**src/sv/ppg_pkg.sv**
```systemverilog
package ppg_pkg;

  localparam int unsigned MaxSideDefault = 1024;
  localparam int unsigned CoordW = 10;
  localparam int unsigned CfgIdxW = 3;
  localparam int unsigned CfgDataW = 9;

  typedef enum logic [CfgIdxW-1:0] {
    REG_MODE  = 3'd0,
    REG_COUNT = 3'd1,
    REG_PIX   = 3'd2,
    REG_RED   = 3'd3,
    REG_GREEN = 3'd4,
    REG_BLUE  = 3'd5,
    REG_ALPHA = 3'd6
  } cfg_idx_t;

  typedef enum logic [1:0] {
    MODE_GRID  = 2'd0,
    MODE_HORIZ = 2'd1,
    MODE_VERT  = 2'd2,
    MODE_NONE  = 2'd3
  } mode_t;

endpackage

```
**src/sv/ppg_divmod.sv**
```systemverilog
// Pipelined unsigned divide of an NW-bit value by a DW-bit divisor.
// One quotient bit per stage; remainder and quotient out after NW stages.
module ppg_divmod #(
  parameter int unsigned NW = 10,
  parameter int unsigned DW = 12
) (
  input  logic          clk,
  input  logic [NW-1:0] num,
  input  logic [DW-1:0] den,
  output logic [NW-1:0] quo,
  output logic [DW-1:0] rem
);
  // stage k holds partial remainder, remaining numerator bits, quotient
  logic [DW:0]   rem_r [NW+1];
  logic [NW-1:0] num_r [NW+1];
  logic [NW-1:0] quo_r [NW+1];
  logic [DW-1:0] den_r [NW+1];

  always_comb begin
    rem_r[0] = '0;
    num_r[0] = num;
    quo_r[0] = '0;
    den_r[0] = den;
  end

  for (genvar k = 0; k < NW; k++) begin : g_st
    logic [DW:0] sh;
    logic        ge;
    assign sh = {rem_r[k][DW-1:0], num_r[k][NW-1]};
    assign ge = sh >= {1'b0, den_r[k]};
    always_ff @(posedge clk) begin
      rem_r[k+1] <= ge ? (sh - {1'b0, den_r[k]}) : sh;
      num_r[k+1] <= {num_r[k][NW-2:0], 1'b0};
      quo_r[k+1] <= {quo_r[k][NW-2:0], ge};
      den_r[k+1] <= den_r[k];
    end
  end

  assign quo = quo_r[NW];
  assign rem = rem_r[NW][DW-1:0];
endmodule

```
**src/sv/plank_pattern_pixel_generator.sv**
```systemverilog
// Channel | Ports                                         | Dir
// input   | start, in_pixel_x, in_pixel_y (busy is out) | in
// result  | out_valid, out_red/green/blue/alpha, out_inside_tile | out
// config  | cfg_we, cfg_index, cfg_data                   | in
// One word accepted per cycle; busy is held low. A result passes the
// input register, 10-stage row divider, edge stage, 12-stage column
// divider and output register.
// rst_n is synchronous; it clears the config registers, the valid pipe and out_valid.
// The receiver cannot stall; results are shown for one cycle on out_valid.
module plank_pattern_pixel_generator #(
  parameter int unsigned MAX_SIDE = ppg_pkg::MaxSideDefault
) (
  input  logic                           clk,
  input  logic                           rst_n,
  input  logic                           start,
  output logic                           busy,
  input  logic [ppg_pkg::CoordW-1:0]     in_pixel_x,
  input  logic [ppg_pkg::CoordW-1:0]     in_pixel_y,
  input  logic                           cfg_we,
  input  logic [ppg_pkg::CfgIdxW-1:0]    cfg_index,
  input  logic [ppg_pkg::CfgDataW-1:0]   cfg_data,
  output logic                           out_valid,
  output logic [7:0]                     out_red,
  output logic [7:0]                     out_green,
  output logic [7:0]                     out_blue,
  output logic [7:0]                     out_alpha,
  output logic                           out_inside_tile
);
  localparam int unsigned CW = ppg_pkg::CoordW;
  localparam int unsigned DW = 12;          // 24*127 fits 12 bits
  localparam int unsigned SW = 16;          // cell_count*cell_pixels
  localparam int unsigned LAT = 2 * CW + 4;

  logic [1:0] mode_r;
  logic [8:0] count_r;
  logic [6:0] pix_r;
  logic [7:0] red_r, green_r, blue_r, alpha_r;

  always_ff @(posedge clk) begin
    if (!rst_n) begin
      mode_r <= ppg_pkg::MODE_GRID; count_r <= 9'd36; pix_r <= 7'd5;
      red_r <= 8'd40; green_r <= 8'd40; blue_r <= 8'd40; alpha_r <= 8'd38;
    end else if (cfg_we) begin
      unique case (cfg_index)
        ppg_pkg::REG_MODE:  mode_r  <= cfg_data[1:0];
        ppg_pkg::REG_COUNT: count_r <= cfg_data[8:0];
        ppg_pkg::REG_PIX:   pix_r   <= cfg_data[6:0];
        ppg_pkg::REG_RED:   red_r   <= cfg_data[7:0];
        ppg_pkg::REG_GREEN: green_r <= cfg_data[7:0];
        ppg_pkg::REG_BLUE:  blue_r  <= cfg_data[7:0];
        ppg_pkg::REG_ALPHA: alpha_r <= cfg_data[7:0];
        default: ;
      endcase
    end
  end

  assign busy = 1'b0;

  // Derived config values, registered (config is static while in use).
  logic [SW-1:0] prod;
  logic [SW:0]   side_r;
  logic [DW-1:0] ph_r, pw_r, half_r;
  logic          thick2_r;
  assign prod = SW'(count_r) * SW'(pix_r);
  always_ff @(posedge clk) begin
    side_r   <= (prod > SW'(MAX_SIDE)) ? (SW+1)'(MAX_SIDE) : {1'b0, prod};
    ph_r     <= DW'(pix_r) * DW'(3);
    pw_r     <= DW'(pix_r) * DW'(24);
    half_r   <= DW'(pix_r) * DW'(12);
    thick2_r <= pix_r > 7'd7;
  end

  // Stage 0: map to (u along plank, v across).
  logic [LAT-1:0] vld_r;
  logic [CW-1:0]  u0_r, v0_r, x0_r, y0_r;
  logic [1:0]     m0_r;
  always_ff @(posedge clk) begin
    if (!rst_n) vld_r <= '0;
    else vld_r <= {vld_r[LAT-2:0], start};
    u0_r <= (mode_r == ppg_pkg::MODE_VERT) ? in_pixel_y : in_pixel_x;
    v0_r <= (mode_r == ppg_pkg::MODE_VERT) ? in_pixel_x : in_pixel_y;
    x0_r <= in_pixel_x; y0_r <= in_pixel_y; m0_r <= mode_r;
  end

  // Row divide: v / ph, v % ph.
  logic [CW-1:0] vq;
  logic [DW-1:0] vr;
  ppg_divmod #(.NW(CW), .DW(DW)) u_vdiv (
    .clk(clk), .num(v0_r), .den(ph_r), .quo(vq), .rem(vr));

  // Carry side data along the first divider.
  logic [CW-1:0] ud_r [CW], vd_r [CW], xd_r [CW], yd_r [CW];
  logic [1:0]    md_r [CW];
  always_ff @(posedge clk) begin
    ud_r[0] <= u0_r; vd_r[0] <= v0_r; xd_r[0] <= x0_r; yd_r[0] <= y0_r;
    md_r[0] <= m0_r;
    for (int i = 1; i < CW; i++) begin
      ud_r[i] <= ud_r[i-1]; vd_r[i] <= vd_r[i-1]; xd_r[i] <= xd_r[i-1];
      yd_r[i] <= yd_r[i-1]; md_r[i] <= md_r[i-1];
    end
  end

  // Stage A: row edge flags, stagger offset, column dividend.
  logic          rowe_r, inside_r;
  logic [1:0]    ma_r;
  logic [CW-1:0] ua_r, xa_r, ya_r;
  logic [CW+1:0] ue_r;   // u + off, up to 1023 + 1524
  logic [DW-1:0] ua_ph;
  logic [CW-1:0] va;
  logic          vr_first, vr_last, v_last, v_in;
  logic          vm_first, vm_last, vm_lastside, vm_in, rowe_a;
  assign va = vd_r[CW-1];
  assign vr_first = vr == '0;
  assign vr_last  = (vr + DW'(1)) == ph_r;
  assign v_in     = {1'b0, va} < side_r;
  assign v_last   = ({1'b0, va} + (CW+1)'(1)) == side_r[CW:0] && side_r[SW:CW+1] == '0;
  // previous row v-1: remainder of v-1 derived from vr
  assign vm_first = vr == DW'(1);
  assign vm_last  = vr_first;
  assign vm_lastside = {1'b0, va} == side_r[CW:0] && side_r[SW:CW+1] == '0;
  assign vm_in = (va != '0);
  assign rowe_a = (v_in && (vr_first || vr_last || v_last)) ||
                  (thick2_r && vm_in && (vm_first || vm_last || vm_lastside));
  assign ua_ph = '0;
  always_ff @(posedge clk) begin
    rowe_r   <= rowe_a;
    ua_r     <= ud_r[CW-1];
    ue_r     <= (CW+2)'({2'b0, ud_r[CW-1]} + (vq[0] ? half_r : ua_ph));
    xa_r     <= xd_r[CW-1]; ya_r <= yd_r[CW-1]; ma_r <= md_r[CW-1];
    inside_r <= ({1'b0, xd_r[CW-1]} < side_r) && ({1'b0, yd_r[CW-1]} < side_r);
  end

  // Column divide of (u + off) by pw; the dividend fits 12 bits.
  logic [CW+1:0] uq;
  logic [DW-1:0] ur;
  ppg_divmod #(.NW(CW+2), .DW(DW)) u_udiv (
    .clk(clk), .num(ue_r), .den(pw_r), .quo(uq), .rem(ur));

  logic          rowe_d [CW+2], ins_d [CW+2];
  logic [CW-1:0] ub_d [CW+2], xb_d [CW+2], yb_d [CW+2];
  logic [1:0]    mb_d [CW+2];
  always_ff @(posedge clk) begin
    rowe_d[0] <= rowe_r; ins_d[0] <= inside_r; ub_d[0] <= ua_r;
    xb_d[0] <= xa_r; yb_d[0] <= ya_r; mb_d[0] <= ma_r;
    for (int i = 1; i <= CW + 1; i++) begin
      rowe_d[i] <= rowe_d[i-1]; ins_d[i] <= ins_d[i-1]; ub_d[i] <= ub_d[i-1];
      xb_d[i] <= xb_d[i-1]; yb_d[i] <= yb_d[i-1]; mb_d[i] <= mb_d[i-1];
    end
  end

  // Final stage: column edges and colour select.
  logic [CW-1:0] ub, xb, yb;
  logic          u_in, u_last, um_in, um_lastside, cole, lit, plank;
  logic [1:0]    mb;
  assign ub = ub_d[CW+1];
  assign xb = xb_d[CW+1];
  assign yb = yb_d[CW+1];
  assign mb = mb_d[CW+1];
  assign u_in   = {1'b0, ub} < side_r;
  assign u_last = ({1'b0, ub} + (CW+1)'(1)) == side_r[CW:0] && side_r[SW:CW+1] == '0;
  assign um_in  = ub != '0;
  assign um_lastside = {1'b0, ub} == side_r[CW:0] && side_r[SW:CW+1] == '0;
  // x edge: r==0 or r==pw-1; x-1 edge: r==1 or r==0 (i.e. (x+off)%pw==0)
  assign cole = (u_in && (ub == '0 || u_last || ur == '0 ||
                          (ur + DW'(1)) == pw_r)) ||
                (thick2_r && um_in && (ub == CW'(1) || um_lastside ||
                                       ur == DW'(1) || ur == '0));
  assign plank = rowe_d[CW+1] || cole;
  always_comb begin
    case (mb) inside
      ppg_pkg::MODE_GRID:  lit = (xb == '0) || (yb == '0) ||
                                 (thick2_r && (xb == CW'(1) || yb == CW'(1)));
      ppg_pkg::MODE_HORIZ,
      ppg_pkg::MODE_VERT:  lit = plank;
      default:             lit = 1'b0;
    endcase
    lit = lit && ins_d[CW+1];
  end

  always_ff @(posedge clk) begin
    if (!rst_n) out_valid <= 1'b0;
    else out_valid <= vld_r[LAT-1];
    out_red   <= lit ? red_r   : '0;
    out_green <= lit ? green_r : '0;
    out_blue  <= lit ? blue_r  : '0;
    out_alpha <= lit ? alpha_r : '0;
    out_inside_tile <= ins_d[CW+1];
  end

  assert property (@(posedge clk) disable iff (!rst_n)
    out_valid && !out_inside_tile |-> out_alpha == '0 && out_red == '0)
    else $error("color outside tile");
  assert property (@(posedge clk) disable iff (!rst_n)
    busy == 1'b0) else $error("busy asserted");
  assert property (@(posedge clk) disable iff (!rst_n)
    out_valid |-> $past(vld_r[LAT-1])) else $error("valid pipe slip");
endmodule
```
**config.mk**
```make
export PLATFORM = sky130hd
export DESIGN_NAME = plank_pattern_pixel_generator
export DESIGN_NICKNAME = d
export VERILOG_FILES = /design/src/sv/ppg_pkg.sv /design/src/sv/ppg_divmod.sv /design/src/sv/plank_pattern_pixel_generator.sv
export SDC_FILE = /design/constraint.sdc
export NUM_CORES = 2
export LEC_CHECK = 0
export BUFFER_PORTS_ARGS = -buffer_cell sky130_fd_sc_hd__buf_2
export CAP_MARGIN = 40
export CORE_AREA = 2 2 562 285
export CTS_CLUSTER_DIAMETER = 150
export DETAILED_ROUTE_END_ITERATION = 10
export DIE_AREA = 0 0 564 287
export PLACE_DENSITY = 0.54
export RECOVER_POWER = 25
export SYNTH_ARGS = -nofsm -noshare
export SYNTH_HDL_FRONTEND = slang
export SYNTH_SLANG_ARGS = --single-unit
```
**constraint.sdc**
```tcl
create_clock -name clk -period 8.55 [get_ports clk]
set_input_delay 2.565 -clock clk [delete_from_list [all_inputs] [get_ports clk]]
set_output_delay 2.565 -clock clk [all_outputs]
set_load 0.02 [all_outputs]
```
==> results_dict.tcl <==
set metrics [dict create \
    p_comb_share_pct 22.5 \
    grt_pass1_wl_um 157500 \
    reg2reg_to "side_r[6]" \
    crit_path_end "side_r[6]" \
    fp.dieH_um 287 \
    status "completed" \
    wl_um 102100 \
    layout_commonest_cell "dfxtp_1" \
    dp_hpwl_um 77610 \
    io_pins 71 \
    drv_cap 0 \
    worst_pin_slew_ns 0.9600 \
    rsz0062_at_grt "false" \
    postCtsSetupBuffers 0 \
    viasPerCell 4.285 \
    cts_tree "built" \
    p_total_w 0.01800 \
    fin_cells 6286 \
    grt_max_degree 76 \
    cts-root-buf "clkbuf_16" \
    h-tree-depth 3 \
    vdd_drop_max_mv 0.2029 \
    power.share.clock_pct 31.8 \
    io_buffers 69 \
    hp-class "reg2reg" \
    ys_types 83 \
    synth.area.top_cells "dfxtp_1 62%, ha_1 7.6%, mux2_2 3.1%, fa_1 2.4%, nand2_1 2.3%" \
    rows 103 \
    yosys.area.top_type "dfxtp_1" \
    power_density_nw_per_um2 334.3 \
    drc_errors 0 \
    crit_fanout 15 \
    synth-seq-area-share_pct 62.00 \
    layout.nets 4459 \
    start_kind "register" \
    coreArea_um2 156700 \
    syn_area_um2 46790 \
    grt_pass1_vias 25960 \
    finalMaxSlewViolations 0 \
    crit_start "pix_r[6]" \
    min_period_over_period_pct 62.81 \
    dieArea_um2 161900 \
    route.vias.total 26940 \
    synthCells 3922 \
    routedWlPerCell_um 16.24 \
    chipWidth_um 564 \
    pwr-share-seq_pct 45.7 \
    grt.overflow.total 0 \
    holdBufCountCts 0 \
    drtAntennaViolNets 0 \
    arrival_ns 6.01 \
    synth-main-ff-cell "dfxtp_1" \
    place.gp.congestion 0.8584 \
    dp.cells 6063 \
    yosys_warnings 0 \
    finalSetupTns_ns 0 \
    cts_sinks 1449 \
    path_clk_slew_ns 0.07 \
    grtUsageTotal_pct 12.65 \
    dr.pass1.iters 5 \
    cellInternalPower_w 0.01278 \
    hold_viol_final 0 \
    clock.fmax_ghz 0.1862 \
    initial_core_util_pct 29.86 \
    clk_path_buf_depth 3 \
    swShare_pct 29.04 \
    dr.first_iter.drc_count 2019 \
    ys_async_sr_fraction_pct 0 \
    antenna_found_initial 14 \
    synth_seq_cells 1449 \
    hold_ws_ns 0.2940 \
    p_leak_nw 22.60 \
    drive_above_1_share_pct 12.05 \
    r2r_start "pix_r[6]" \
    period_needed_ns 5.370 \
    clk_latency_ns 0.74 \
    synth-edff-count 0 \
    synth.top_cell.area_share_pct 62.00 \
    power.switching_w 0.005228 \
    setup_violations 0 \
    clock_skew_ns 0.04330 \
    cts_buffers 118 \
    worstSetupPathType "reg2reg" \
    layout_common_cells "1449 x dfxtp_1, 288 x nand2_1, 284 x ha_1" \
    avgSynthCellArea_um2 11.93 \
    crit_required_ns 9.19 \
    cts_resized 0 \
    relSlewSlack_pct 35.88 \
    reg2reg_setup_slack_ns 3.18 \
    syn2layout_area_growth_pct 15.12 \
    worstSetupEndpointType "register" \
    r2r_cells 16 \
]
-- cells in the mapped netlist, types with 33 or more instances --
cell and number:
inv_1 247, o21ai_0 92, nand3_1 39, a21oi_1 172
ha_1 284, nor2_1 198, nand2_1 288, nand4_1 38
nor2b_1 76, a21boi_0 59, xnor2_1 101, nor3_1 63
mux2_2 129, and2_1 88, clkbuf_1 34, xor2_1 57
mux2i_1 48, fa_1 56, dfxtp_1 1449, o21a_1 33
-- flip-flops by register name, indices dropped and copies added, names as in the netlist, 36 cells and up --
register and cells:
ud_r 100, u_udiv.den_r 36, u_vdiv.g_st.sh 106, yb_d 120
u_vdiv.den_r 63, vd_r 100, ub_d 117, u_udiv.num_r 36
xd_r 100, xb_d 120, yd_r 100, u_udiv.g_st.sh 138
-- area by class of cell --
type                            instances  area (um2)
Timing Repair Buffer                   78       412.9
Clock buffer                          163        3332
Antenna cell                            5       12.51
Sequential cell                      1449       29010
Multi-Input combinational cell       2189       16700
Inverter                              247       927.1
Clock inverter                         55       843.3
Tap cell                             2100        2628
Fill cell                           15530      102800
-- stage by stage --
stage	setup slack [ns]	utilization, %	cell area, um2
floorplan	3.749	-	46820
global placement	3.297	31.69	49660
detailed placement	3.223	31.70	49670
CTS	3.178	34.36	53850
global route	2.715	34.36	53850
finish	3.180	34.37	53860
-- power by group through the flow --
| stage | Clock, W | Sequential (W) | Combinational (W) |
|---|---|---|---|
| 2_1_floorplan | 0 | 0.00809 | 0.00312 |
| 3_3_place_gp | 0 | 0.00835 | 0.00391 |
| 3_5_place_dp | 0 | 0.00836 | 0.00396 |
| 4_1_cts | 0.00590 | 0.00821 | 0.00400 |
| 5_1_grt | 0.00621 | 0.00831 | 0.00448 |
| 6_report | 0.00573 | 0.00822 | 0.00405 |
-- worst min path at each step --
stage                      from           to  slack [ns]  cells past startpoint
global route         vd_r[8][1]   vd_r[9][1]        0.31                      0
finish               vd_r[8][1]   vd_r[9][1]        0.29                      0
global placement     md_r[2][0]   md_r[3][0]        0.31                      0
CTS                  vd_r[8][1]   vd_r[9][1]        0.29                      0
detailed placement  ins_d[1][2]  ins_d[1][3]        0.31                      0
floorplan              inside_r  ins_d[0][0]        0.31                      0
-- per-layer routing --
| metal | track usage (%) | share of wire, % |
|---|---|---|
| met5 | 0 | 0.013 |
| met4 | 2.649 | 1.7 |
| met3 | 3.183 | 6.9 |
| met2 | 14.82 | 33 |
| met1 | 21.56 | 59 |
-- kinds of logic after synthesis --
family,Yosys count,synth area share [%]
adder cells (fa/ha/maj),340,9.991
AO/OA/AOI/OAI,577,8.715
XOR/XNOR,158,2.958
flip-flops,1449,62.00
multiplexers,177,4.132
buffers and inverters,293,2.433
AND/OR/NAND/NOR,927,9.766
other,1,0.008015
-- critical path, stage by stage, from the launching register on --
cell and delay, ns:
dfxtp_1 0.71, nand2_1 0.16, fa_1 0.53, fa_1 0.55
inv_1 0.06, fa_1 0.53, inv_1 0.05, fa_1 0.53
inv_1 0.04, ha_1 0.33, o21ai_0 0.22, nor3_1 0.09
a21oi_1 0.28, mux2_2 0.40, nor4_4 0.25, nand3_2 0.26
nor4_2 0.29
No activity file was read; power rests on OpenSTA's default activity.
